## src/design/cau_pkg.sv

```systemverilog
// Shared types, codes and saturation helpers of the complex arithmetic unit.
`default_nettype none

package cau_pkg;

    localparam int MAX_EXPONENT = 64;
    localparam int POW_CNT_W    = $clog2(MAX_EXPONENT + 1);
    localparam int STEP_W       = 5;
    localparam logic [STEP_W-1:0] STEP_LAST = STEP_W'(31);

    localparam logic signed [31:0] Q_ONE = 32'sh0001_0000;

    localparam logic [1:0] STATUS_OK      = 2'd0;
    localparam logic [1:0] STATUS_OVF     = 2'd1;
    localparam logic [1:0] STATUS_DIVZERO = 2'd2;

    typedef enum logic [3:0] {
        OP_ADD     = 4'd0,
        OP_SUB     = 4'd1,
        OP_MUL     = 4'd2,
        OP_CONJMUL = 4'd3,
        OP_DIV     = 4'd4,
        OP_NEG     = 4'd5,
        OP_CONJ    = 4'd6,
        OP_SCALE   = 4'd7,
        OP_NORMSQ  = 4'd8,
        OP_NORM    = 4'd9,
        OP_POW     = 4'd10
    } opcode_t;

    // Operand routing to the four multipliers.
    typedef enum logic [2:0] {
        MS_XY    = 3'd0,
        MS_YY    = 3'd1,
        MS_XX    = 3'd2,
        MS_SCALE = 3'd3,
        MS_POW   = 3'd4
    } mul_sel_t;

    // How the four products combine into the real and imaginary sums.
    typedef enum logic [1:0] {
        CM_SUM  = 2'd0,
        CM_MUL  = 2'd1,
        CM_CONJ = 2'd2,
        CM_DIV  = 2'd3
    } comb_t;

    typedef struct packed {
        logic     load;
        logic     simple_wr;
        logic     mul_en;
        mul_sel_t mul_sel;
        logic     add_en;
        comb_t    comb;
        logic     fix_wr;
        logic     d_load;
        logic     dz_wr;
        logic     div_load;
        logic     load_im;
        logic     div_step;
        logic     div_wr;
        logic     wr_im;
        logic     to_base;
        logic     sq_load;
        logic     sq_step;
        logic     sq_wr;
        logic     one_wr;
    } cmd_t;

    typedef struct packed {
        logic d_zero;
    } stat_t;

    // Saturate a 33-bit signed value; the top bit of the result is the overflow flag.
    function automatic logic [32:0] sat33(input logic signed [32:0] v);
        logic [32:0] r;
        if (v[32] != v[31]) begin
            r = v[32] ? {1'b1, 32'h8000_0000} : {1'b1, 32'h7FFF_FFFF};
        end
        else begin
            r = {1'b0, v[31:0]};
        end
        return r;
    endfunction

    // Saturate a sign and magnitude pair to 32 bits signed.
    function automatic logic [32:0] sat_sm(input logic neg, input logic [64:0] mag);
        logic [32:0] r;
        if (!neg) begin
            if (mag > 65'h0_7FFF_FFFF) begin
                r = {1'b1, 32'h7FFF_FFFF};
            end
            else begin
                r = {1'b0, mag[31:0]};
            end
        end
        else begin
            if (mag > 65'h0_8000_0000) begin
                r = {1'b1, 32'h8000_0000};
            end
            else begin
                r = {1'b0, 32'h0 - mag[31:0]};
            end
        end
        return r;
    endfunction

    // Q32.32 to Q16.16 with truncation toward minus infinity and saturation.
    function automatic logic [32:0] fix_q(input logic signed [64:0] s);
        logic [48:0] t;
        logic [32:0] r;
        t = s[64:16];
        if (!t[48] && (t[47:31] != '0)) begin
            r = {1'b1, 32'h7FFF_FFFF};
        end
        else if (t[48] && (t[47:31] != '1)) begin
            r = {1'b1, 32'h8000_0000};
        end
        else begin
            r = {1'b0, t[31:0]};
        end
        return r;
    endfunction

endpackage

`default_nettype wire

```

## src/design/cau_ctrl.sv

```systemverilog
// Controller state machine that sequences the datapath for every operation.
`default_nettype none

module cau_ctrl (
    input  wire logic                 clk,
    input  wire logic                 rst_n,
    input  wire logic                 start,
    input  wire logic [3:0]           opcode,
    input  wire logic signed [7:0]    exponent,
    input  wire cau_pkg::stat_t       stat,
    output cau_pkg::cmd_t             cmd,
    output logic                      busy,
    output logic                      done
);

    typedef enum logic [10:0] {
        ST_IDLE    = 11'b000_0000_0001,
        ST_SIMPLE  = 11'b000_0000_0010,
        ST_MUL     = 11'b000_0000_0100,
        ST_ADD     = 11'b000_0000_1000,
        ST_POST    = 11'b000_0001_0000,
        ST_SQRT    = 11'b000_0010_0000,
        ST_DIV     = 11'b000_0100_0000,
        ST_FIN     = 11'b000_1000_0000,
        ST_POWINIT = 11'b001_0000_0000,
        ST_POWLOOP = 11'b010_0000_0000,
        ST_DONE    = 11'b100_0000_0000
    } state_t;

    // What the step after a multiply and add pass does with the sums.
    typedef enum logic [2:0] {
        PASS_PLAIN = 3'd0,
        PASS_NORM  = 3'd1,
        PASS_DEN   = 3'd2,
        PASS_NUM   = 3'd3,
        PASS_POW   = 3'd4
    } pass_t;

    state_t                             state_reg, state_next;
    pass_t                              pass_reg, pass_next;
    cau_pkg::mul_sel_t                  mul_sel_reg, mul_sel_next;
    cau_pkg::comb_t                     comb_reg, comb_next;
    logic                               is_pow_reg, is_pow_next;
    logic                               part_im_reg, part_im_next;
    logic [cau_pkg::STEP_W-1:0]         step_reg, step_next;
    logic [cau_pkg::POW_CNT_W-1:0]      cnt_reg, cnt_next;
    logic [7:0]                         ex_mag;

    assign ex_mag = exponent[7] ? (8'd0 - exponent) : exponent;

    always_comb
    begin
        state_next   = state_reg;
        pass_next    = pass_reg;
        mul_sel_next = mul_sel_reg;
        comb_next    = comb_reg;
        is_pow_next  = is_pow_reg;
        part_im_next = part_im_reg;
        step_next    = step_reg;
        cnt_next     = cnt_reg;
        cmd          = '0;
        cmd.mul_sel  = mul_sel_reg;
        cmd.comb     = comb_reg;

        case (state_reg)
            ST_IDLE:
            begin
                if (start)
                begin
                    cmd.load     = 1'b1;
                    is_pow_next  = 1'b0;
                    pass_next    = PASS_PLAIN;
                    comb_next    = cau_pkg::CM_SUM;
                    mul_sel_next = cau_pkg::MS_XY;
                    state_next   = ST_MUL;
                    case (cau_pkg::opcode_t'(opcode))
                        cau_pkg::OP_MUL:
                        begin
                            comb_next = cau_pkg::CM_MUL;
                        end
                        cau_pkg::OP_CONJMUL:
                        begin
                            comb_next = cau_pkg::CM_CONJ;
                        end
                        cau_pkg::OP_SCALE:
                        begin
                            mul_sel_next = cau_pkg::MS_SCALE;
                        end
                        cau_pkg::OP_NORMSQ:
                        begin
                            mul_sel_next = cau_pkg::MS_XX;
                        end
                        cau_pkg::OP_NORM:
                        begin
                            mul_sel_next = cau_pkg::MS_XX;
                            pass_next    = PASS_NORM;
                        end
                        cau_pkg::OP_DIV:
                        begin
                            mul_sel_next = cau_pkg::MS_YY;
                            pass_next    = PASS_DEN;
                        end
                        cau_pkg::OP_POW:
                        begin
                            is_pow_next = 1'b1;
                            if (32'(ex_mag) > 32'(cau_pkg::MAX_EXPONENT))
                            begin
                                cnt_next = cau_pkg::POW_CNT_W'(cau_pkg::MAX_EXPONENT);
                            end
                            else
                            begin
                                cnt_next = cau_pkg::POW_CNT_W'(ex_mag);
                            end
                            if (exponent[7])
                            begin
                                mul_sel_next = cau_pkg::MS_YY;
                                pass_next    = PASS_DEN;
                            end
                            else
                            begin
                                state_next = ST_POWINIT;
                            end
                        end
                        default:
                        begin
                            state_next = ST_SIMPLE;
                        end
                    endcase
                end
            end
            ST_SIMPLE:
            begin
                cmd.simple_wr = 1'b1;
                state_next    = ST_DONE;
            end
            ST_MUL:
            begin
                cmd.mul_en = 1'b1;
                state_next = ST_ADD;
            end
            ST_ADD:
            begin
                cmd.add_en = 1'b1;
                state_next = ST_POST;
            end
            ST_POST:
            begin
                case (pass_reg)
                    PASS_NORM:
                    begin
                        cmd.sq_load = 1'b1;
                        step_next   = '0;
                        state_next  = ST_SQRT;
                    end
                    PASS_DEN:
                    begin
                        cmd.d_load = 1'b1;
                        if (stat.d_zero)
                        begin
                            cmd.dz_wr  = 1'b1;
                            state_next = ST_DONE;
                        end
                        else
                        begin
                            mul_sel_next = cau_pkg::MS_XY;
                            comb_next    = cau_pkg::CM_DIV;
                            pass_next    = PASS_NUM;
                            state_next   = ST_MUL;
                        end
                    end
                    PASS_NUM:
                    begin
                        cmd.div_load = 1'b1;
                        part_im_next = 1'b0;
                        step_next    = '0;
                        state_next   = ST_DIV;
                    end
                    PASS_POW:
                    begin
                        cmd.fix_wr = 1'b1;
                        cnt_next   = cnt_reg - 1'b1;
                        state_next = ST_POWLOOP;
                    end
                    default:
                    begin
                        cmd.fix_wr = 1'b1;
                        state_next = ST_DONE;
                    end
                endcase
            end
            ST_SQRT:
            begin
                cmd.sq_step = 1'b1;
                step_next   = step_reg + 1'b1;
                if (step_reg == cau_pkg::STEP_LAST)
                begin
                    state_next = ST_FIN;
                end
            end
            ST_DIV:
            begin
                cmd.div_step = 1'b1;
                step_next    = step_reg + 1'b1;
                if (step_reg == cau_pkg::STEP_LAST)
                begin
                    state_next = ST_FIN;
                end
            end
            ST_FIN:
            begin
                if (pass_reg == PASS_NORM)
                begin
                    cmd.sq_wr  = 1'b1;
                    state_next = ST_DONE;
                end
                else
                begin
                    cmd.div_wr  = 1'b1;
                    cmd.wr_im   = part_im_reg;
                    cmd.to_base = is_pow_reg;
                    if (!part_im_reg)
                    begin
                        cmd.div_load = 1'b1;
                        cmd.load_im  = 1'b1;
                        part_im_next = 1'b1;
                        step_next    = '0;
                        state_next   = ST_DIV;
                    end
                    else if (is_pow_reg)
                    begin
                        state_next = ST_POWINIT;
                    end
                    else
                    begin
                        state_next = ST_DONE;
                    end
                end
            end
            ST_POWINIT:
            begin
                cmd.one_wr = 1'b1;
                state_next = ST_POWLOOP;
            end
            ST_POWLOOP:
            begin
                if (cnt_reg == '0)
                begin
                    state_next = ST_DONE;
                end
                else
                begin
                    mul_sel_next = cau_pkg::MS_POW;
                    comb_next    = cau_pkg::CM_MUL;
                    pass_next    = PASS_POW;
                    state_next   = ST_MUL;
                end
            end
            ST_DONE:
            begin
                state_next = ST_IDLE;
            end
            default:
            begin
                state_next = ST_IDLE;
            end
        endcase
    end

    always_ff @(posedge clk or negedge rst_n)
    begin
        if (!rst_n)
        begin
            state_reg   <= ST_IDLE;
            pass_reg    <= PASS_PLAIN;
            mul_sel_reg <= cau_pkg::MS_XY;
            comb_reg    <= cau_pkg::CM_SUM;
            is_pow_reg  <= 1'b0;
            part_im_reg <= 1'b0;
            step_reg    <= '0;
            cnt_reg     <= '0;
        end
        else
        begin
            state_reg   <= state_next;
            pass_reg    <= pass_next;
            mul_sel_reg <= mul_sel_next;
            comb_reg    <= comb_next;
            is_pow_reg  <= is_pow_next;
            part_im_reg <= part_im_next;
            step_reg    <= step_next;
            cnt_reg     <= cnt_next;
        end
    end

    assign busy = (state_reg != ST_IDLE);
    assign done = (state_reg == ST_DONE);

endmodule

`default_nettype wire

```

## config.mk

```make
export PLATFORM = sky130hd
export DESIGN_NAME = cau_ctrl
export DESIGN_NICKNAME = d
export VERILOG_FILES = /design/src/design/cau_pkg.sv /design/src/design/cau_ctrl.sv
export SDC_FILE = /design/constraint.sdc
export NUM_CORES = 1
export LEC_CHECK = 0
export CORE_AREA = 5 5 84 86
export CTS_CLUSTER_DIAMETER = 40
export DETAILED_ROUTE_END_ITERATION = 8
export DIE_AREA = 0 0 89 91
export DONT_BUFFER_PORTS = 1
export GPL_TIMING_DRIVEN = 0
export HOLD_SLACK_MARGIN = 0.03
export PLACE_DENSITY_LB_ADDON = 0.08
export SLEW_MARGIN = 5
export SYNTH_ARGS = -nofsm -noshare
export SYNTH_HDL_FRONTEND = slang
export SYNTH_SLANG_ARGS = --single-unit
```

## constraint.sdc

```tcl
create_clock -name clk -period 6.1 [get_ports clk]
set_clock_uncertainty 0.05 [all_clocks]
set_input_delay 0.305 -clock clk [delete_from_list [all_inputs] [get_ports clk]]
set_output_delay 0.305 -clock clk [all_outputs]
set_load 0.01 [all_outputs]
```

==> run summary, run 1 <==
Status: complete, no violations
Area growth, synth to finish: 9.63%
# hold bufs at CTS: 2
Global Route Usage Sum: 17.6%
Die height: 91 µm
Total routed wirelength: 6.99 mm
Post-route ant nets: 0
DR WL/cell: 18.3 µm
Final nets: 327
Power per cell area: 317 nW/µm²
Main area contributors after synthesis: dfrtp_1, nor2_1, o21ai_0
Routed vias/inst: 5.90
Detail Placement HPWL: 5.30 mm
Top post-synthesis cells by count: nor2_1, dfrtp_1, nand2_1, o21ai_0
Switching share of power: 39.6%
Mapped Nets: 318
Clock network power share: 24.7%
Sequential power share: 37.4%
Synth top area share: 31.4%
TritonRoute pass-1 iters: 4
Total CTS buffers: 5
CTS Buffer Depth: 2
Largest net degree at the start of global routing: 33
Fillcell total: 631
Global-route wire length before repair: 11.3 mm
Aggregate global routing overflow: 0
CTS root buf: clkbuf_8
Chip width: 89 µm
Critical Path AT: 2.76 ns
Initial antenna violation count: 0
Tmin final: 3.12 ns
Leakage power: 1.14 nW
Gpl congestion: 0.834
Min Hold Slack: 0.107 ns
Critical path peak fanout: 10
Unrepaired setup endpoints after global routing: no
Yosys warns: 0
Flops & latches, synth: 32
Worst Path Required: 5.74 ns
Initial drt markers: 87
Internal: 0.000518 W
Most frequent cell after synthesis: nor2_1
Max-slew headroom: 40.7%
Post-synth EDFFs: 0
CP Launch Type: flop
Synth Area per Inst: 8.34 µm²
Post-Synthesis Cell Area: 2470 µm²
Initial core utilization: 39.8%
VDD IR max: 0.120 mV
Final setup TNS: 0 ns
Final setup fails: 0
Layout cells sized above 1: 11.1%
Total die area: 8100 µm²
Post_cts resized: 0
Vias in the first global route: 2173
Combinational Power Share: 37.9%
Sequential-to-total area share from yosys stat: 32.5%
Worst-Margin Slew: 0.882 ns
Max FFs per register: 11
Io pins: 40
Fmax: 321 MHz
Hold Vio Cnt, Final: 0
Final Max Slew Viols: 0
Final worst path period share: 51.1%
Worst-path clk slew: 0.07 ns
Post-synthesis cell count: 296
Via count: 2258
Critical Setup Path Class: reg2out
Core footprint: 6200 µm²
Drt drc: 0
Clock Latency Late Sink: 0.29 ns
Synth unique cells: 61
Primary FF master, synth: dfrtp_1
I/O Buffers: 0
CP endpoint kind: output port
Yosys top cell by area: dfrtp_1
CTS tree: yes
Diodes inserted: 0
Cell Rows: 29
Asr flop ratio synth: 100%
Sink Count: 32
Switching power: 0.000339 W
H-tree lvl count: 2
Max Cap Viol: 0
Setup Buffers After CTS: 0
Worst Hold Class: in2reg
==> placed cells by master (no fill, tap or decap), types with 5 or more instances in the layout <==
cell type  count
nor2_1        33
dfrtp_1       31
nand2_1       18
o21ai_0       18
nor3_1        14
inv_1         14
clkbuf_1      11
a21oi_1       11
nand2b_1      10
nand3_1       10
mux2_2         7
or3_1          6
and3_1         6
ha_1           6
nor4_1         5
xnor2_1        5
o21a_1         5
a22o_1         5
o22ai_1        5
clkbuf_8       5
==> final cells by class <==
| type | count | area, µm² | area share (%) |
|---|---|---|---|
| Multi-Input combinational cell | 234 | 1530 | 56.6 |
| Sequential cell | 32 | 802 | 29.6 |
| Tap cell | 77 | 96.3 | 3.56 |
| Buffer | 16 | 81.3 | 3.01 |
| Clock buffer | 5 | 68.8 | 2.54 |
| Inverter | 14 | 52.6 | 1.94 |
| Clock inverter | 3 | 42.5 | 1.57 |
| Timing Repair Buffer | 2 | 30.0 | 1.11 |
==> power groups by stage <==
stage	registers [W]	logic, W	clock network, W
floorplan	0.000308	0.000250	0
global placement	0.000325	0.000313	0
global route	0.000331	0.000365	0.000224
detailed placement	0.000325	0.000317	0
CTS	0.000321	0.000326	0.000216
finish	0.000321	0.000325	0.000211
==> metal layers <==
metal	GRT usage (%)	wire, µm
met5	0	0
met4	4.09	27
met3	4.80	563
met2	28.3	3410
met1	23.6	3000
==> worst paths after layout <==
kind	cells after the start	start	slack (ns)	end
min	2	exponent[0]	0.11	cnt_reg[0]
max	4	state_reg[1]	2.98	cmd[10]
min reg2reg	1	cnt_reg[6]	0.46	cnt_reg[6]
max in group asynchronous	2	rst_n	5.34	state_reg[0]
max reg2reg	6	state_reg[1]	3.19	cnt_reg[4]
min in group asynchronous	2	rst_n	0.41	state_reg[3]
==> critical path, stage by stage (launching register included) <==
cell and delay, ns:
dfrtp_1 0.47, nor4_1 0.71, nand3_1 0.49, clkbuf_1 0.37, nor3_1 0.42
==> cells by family (layout without fill, tap and decap cells) <==
logic type | Yosys count | in the layout | share of synthesized area (%)
flip-flops | 32 | 32 | 32.5
AND/OR/NAND/NOR | 134 | 134 | 30.2
buffers and inverters | 30 | 40 | 5.43
XOR/XNOR | 7 | 7 | 2.48
multiplexers | 9 | 9 | 4.01
AO/OA/AOI/OAI | 78 | 78 | 22.4
adder cells (fa/ha/maj) | 6 | 6 | 3.04
==> metrics by stage <==
step           total power [W]  utilization (%)  setup WS [ns]  cell area (µm²)  cells
2_1_floorplan         0.000558                -           3.66             2470    296
3_3_place_gp          0.000638             41.3           3.21             2560    373
3_5_place_dp          0.000641             41.3           3.21             2560    373
4_1_cts               0.000863             43.6           2.93             2710    383
5_1_grt               0.000919             43.6           2.64             2710    383
6_report              0.000857             43.6           2.98             2710    383
Note: power is estimated with default switching activity, not from simulation.
==> run 2, diff against run 1 <==
clock period = 2.7 ns   (was 6.1 ns; I/O delays follow)
==> run 2 against run 1 <==
Effect of this change:
- sequential share of layout area fell by 0.85 points
- setup slack worse by 2.9 ns
- clock power grew 130%
- highest routed layer unchanged
==> run summary, run 2 (synthesized netlist as in run 1, its figures left out) <==
Min setup slack post-route: 0.0316 ns
Clock Latency Late Sink: 0.29 ns
Hold path endpoint: state_reg[7]
CTS Buffer Depth: 2
Routed vias/inst: 5.82
Detail Placement HPWL: 5.30 mm
Hold Startpoint: start
Global Route Usage Sum: 17.8%
Cell Rows: 29
Initial antenna violation count: 0
Drt drc: 0
Final Max Slew Viols: 0
Unrepaired setup endpoints after global routing: yes
Met1 usage: 23.8%
Hold Vio Cnt, Final: 0
Most frequent cells in the layout: nor2_1, dfrtp_1, nand2_1, o21ai_0, inv_1
Total routed wirelength: 7.05 mm
Met3 GRT Util: 4.80%
VDD IR max: 0.272 mV
CP Cell Sequence: buf_6 > or4_4 > or4_1 > clkbuf_1 > nor2_1
WHS Path Cells: 2
R2R cell count: 7
Worst-Margin Slew: 0.784 ns
DR WL/cell: 18.2 µm
Status: complete, no violations
CTS tree: yes
Worst-path clk slew: 0.07 ns
Total die area: 8100 µm²
Power per cell area: 711 nW/µm²
Tmin final: 2.67 ns
Worst Path Required: 2.52 ns
Die height: 91 µm
Critical Setup Path Class: reg2out
Fin area: 2790 µm²
Final setup fails: 0
Max FFs per register: 11
CP max stage cell: or4_4
Diodes inserted: 0
Global-route wire length before repair: 11.4 mm
Post-route ant nets: 0
CP Launch Type: flop
Max incr delay on CP: 0.58 ns
Area growth, synth to finish: 12.9%
Placed inst area: 2560 µm²
Critical Path AT: 2.48 ns
I/O Buffers: 0
Total CTS buffers: 5
Fmax: 375 MHz
Final nets: 331
Io pins: 40
Sink Count: 32
CP endpoint kind: output port
Critical path peak fanout: 10
Chip width: 89 µm
TritonRoute pass-1 iters: 4
Pwr Total: 0.00198 W
FF-to-FF End: cnt_reg[0]
Initial core utilization: 39.8%
Pre-CTS setup slack: -0.187 ns
Routing usage on met2: 28.7%
Gpl congestion: 0.834
Reg2reg setup slack: 0.03 ns
Initial drt markers: 93
Vias in the first global route: 2185
Reg2reg start: state_reg[5]
Layout cells sized above 1: 13.9%
H-tree lvl count: 2
Leading cell type in the layout, fill and taps excluded: nor2_1
CTS root buf: clkbuf_8
Max-slew headroom: 47.6%
Final worst path period share: 98.8%
Leakage power: 1.17 nW
Largest net degree at the start of global routing: 33
Core footprint: 6200 µm²
Gr busiest metal: met2
Max Cap Viol: 0
Via count: 2252
Aggregate global routing overflow: 0
Worst Hold Class: in2reg
[run 2: timing repair]
| action | 4_1_cts | 5_1_grt |
|---|---|---|
| gates resized for setup | 6 | 3 |
| setup endpoints to repair | 15 | 16 |
| pin swaps | 1 | 1 |
| cloned | 0 | 0 |
| buffers inserted | 1 | 1 |
| hold buffers | 4 | 0 |
| endpoints found under the hold margin | 34 | 0 |
[run 2: how the worst max path moves through the flow]
stage            startpoint          end  slack [ns]  cells past startpoint
2_1_floorplan  state_reg[5]  comb_reg[0]        0.26                      6
3_3_place_gp   state_reg[1]   cnt_reg[4]       -0.19                      6
5_1_grt        state_reg[5]      cmd[21]       -0.10                      5
4_1_cts        state_reg[5]   cnt_reg[0]        0.02                      7
6_report       state_reg[5]      cmd[21]        0.03                      5
3_5_place_dp   state_reg[1]   cnt_reg[4]       -0.19                      6
[run 2: routing by layer]
layer | vias up | wire, µm
li1 | 1110 | -
met1 | 1082 | 3110
met3 | 9 | 466
met2 | 51 | 3380
met5 | - | 0
met4 | 0 | 94
[run 2: report_power, final]
part	internal, W	leakage (nW)	switching (W)
registers	0.000595	0.426	0.000139
logic	0.000328	0.690	0.000443
clock network	0.000273	0.0541	0.000202
total	0.00120	1.17	0.000783
[run 2: layout make-up]
class | instances | area, µm²
Buffer | 16 | 82.6
Clock buffer | 5 | 68.8
Clock inverter | 3 | 42.5
Fill cell | 626 | 3420
Inverter | 14 | 52.6
Multi-Input combinational cell | 234 | 1580
Sequential cell | 32 | 802
Tap cell | 77 | 96.3
Timing Repair Buffer | 6 | 65.1
[run 2: stage by stage]
step | std cells | hold WS (ns) | TNS (ns) | utilization, %
5_1_grt | 387 | 0.0333 | -0.399 | 44.9
3_3_place_gp | 373 | -0.209 | -1.00 | 41.3
4_1_cts | 386 | 0.0519 | 0 | 44.6
6_report | 387 | 0.0310 | 0 | 44.9
3_5_place_dp | 373 | -0.209 | -0.600 | 41.3
2_1_floorplan | 296 | -0.211 | 0 | -
[run 2: critical path: cells and delay by family, from the launching register on]
kind,cells,cell delay (ns)
flip-flops,1,0.37
AND/OR/NAND/NOR,3,1.41
buffers and inverters,2,0.41
==> run 3, diff against run 2 <==
PLACE_DENSITY = 0.64   (was unset)
PLACE_DENSITY_LB_ADDON = unset   (was 0.08)
==> run 3 against run 2 <==
Effect of this change:
- setup slack improved by 0.064 ns
- via count fell by 0.31%
- worst hold slack improved by 0.0090 ns
- clock-buffer cell count rose by 2
- global-route usage fell by 1.2 points
- critical path depth did not move
- total power fell by 5.6%
- highest routed layer unchanged
==> run summary, run 3 (synthesized netlist as in run 1, its figures left out) <==
Most frequent cells in the layout: nor2_1, dfrtp_1, nand2_1, o21ai_0, inv_1
Pre-CTS setup slack: -0.149 ns
Worst Hold Class: in2reg
Worst-Margin Slew: 0.909 ns
Sink Count: 32
Tmin final: 2.60 ns
FF-to-FF End: pass_reg[0]
Min setup slack post-route: 0.0955 ns
VDD IR max: 0.233 mV
Initial drt markers: 105
Number of cells on the critical path: 5
Worst setup path end: cmd[21]
Total routed wirelength: 6.61 mm
CP bufs+invs: 2
Final nets: 330
Final Max Slew Viols: 0
Global-route wire length before repair: 10.7 mm
Clock Latency Late Sink: 0.29 ns
Leakage power: 1.15 nW
Gpl congestion: 0.930
Diodes inserted: 0
Core footprint: 6200 µm²
Switching share of power: 40.9%
Combinational Power Share: 41.5%
CP Cell Sequence: buf_6 > or4_4 > or4_1 > clkbuf_1 > nor2_2
Area growth, synth to finish: 11.9%
Critical Path Start: state_reg[5]
Final worst path period share: 96.5%
Largest net degree at the start of global routing: 33
Reg2reg setup slack: 0.13 ns
Routed vias/inst: 5.82
CP endpoint kind: output port
DR WL/cell: 17.1 µm
R2R cell count: 6
Max FFs per register: 11
I/O Buffers: 0
Total die area: 8100 µm²
H-tree lvl count: 2
Detail Placement HPWL: 4.87 mm
Critical path's top delay family: simple AND/OR/NAND/NOR gates
Post-route ant nets: 0
CP max stage cell: or4_4
Vias in the first global route: 2133
Unrepaired setup endpoints after global routing: yes
Pwr Total: 0.00187 W
Via count: 2245
Max incr delay on CP: 0.58 ns
Cell Rows: 29
Hold Vio Cnt, Final: 0
CTS root buf: clkbuf_8
Worst-path clk slew: 0.07 ns
Clock network power share: 19.2%
Critical Setup Path Class: reg2out
Initial core utilization: 39.8%
CTS Buffer Depth: 2
Layout cells sized above 1: 13.9%
Sequential power share: 39.3%
Global Route Usage Sum: 16.6%
Power per cell area: 677 nW/µm²
Final setup fails: 0
TritonRoute pass-1 iters: 5
Switching power: 0.000764 W
Chip width: 89 µm
Critical path peak fanout: 10
Io pins: 40
CP Launch Type: flop
Critical Path AT: 2.42 ns
Initial antenna violation count: 0
Internal: 0.00111 W
Total CTS buffers: 5
Die height: 91 µm
Drt drc: 0
Status: complete, no violations
Max Cap Viol: 0
Reg2reg start: state_reg[1]
Fmax: 384 MHz
Aggregate global routing overflow: 0
Max-slew headroom: 39.3%
CTS tree: yes
Worst Path Required: 2.52 ns
==> run 3: per-stage QoR <==
stage	setup TNS (ns)	hold slack, ns	instances	instance area [µm²]	utilization (%)
after floorplan	0	-0.211	296	2470	-
after global placement	-0.352	-0.209	373	2560	41.3
after detailed placement	-0.397	-0.209	373	2560	41.3
after CTS	0	0.0462	385	2710	43.6
after global routing	-0.0538	0.0579	386	2760	44.5
final	0	0.0400	386	2760	44.5
==> run 3: final cells by class <==
cell class / instances / area (µm²)
buffer: 16 / 81.3
clock buffer: 7 / 76.3
clock inverter: 1 / 5.00
fill: 619 / 3440
inverter: 14 / 52.6
multi-input combinational: 234 / 1590
sequential: 32 / 802
tap: 77 / 96.3
timing repair buffer: 5 / 57.6
==> run 3: per-layer routing <==
metal | share of wire, % | wire, µm | GRT usage, % | up-vias
met1 | 44 | 2900 | 21.8 | 1056
li1 | - | - | - | 1112
met3 | 8.2 | 544 | 4.89 | 12
met5 | 0 | 0 | 0 | -
met4 | 1.7 | 110 | 5.09 | 0
met2 | 46 | 3050 | 26.1 | 65
==> run 3: worst min path at each step <==
stage | from | to | cells after the start
6_report | start | state_reg[7] | 2
5_1_grt | start | state_reg[7] | 2
4_1_cts | exponent[3] | cnt_reg[3] | 3
3_5_place_dp | rst_n | state_reg[3] | 0
3_3_place_gp | rst_n | state_reg[3] | 0
2_1_floorplan | rst_n | cnt_reg[0] | 0
==> run 3: power groups by stage <==
stage | logic [W] | clock network [W] | registers [W]
floorplan | 0.000565 | 0 | 0.000696
global placement | 0.000694 | 0 | 0.000730
detailed placement | 0.000704 | 0 | 0.000730
CTS | 0.000732 | 0.000371 | 0.000725
global route | 0.000851 | 0.000387 | 0.000752
finish | 0.000776 | 0.000359 | 0.000734
==> run 3: repair_timing <==
item,4_1_cts,5_1_grt
buffers inserted,0,1
resized for setup,2,9
endpoints found under the hold margin,34,0
pin swaps,0,2
hold buffers,4,0
setup endpoints to repair,9,22
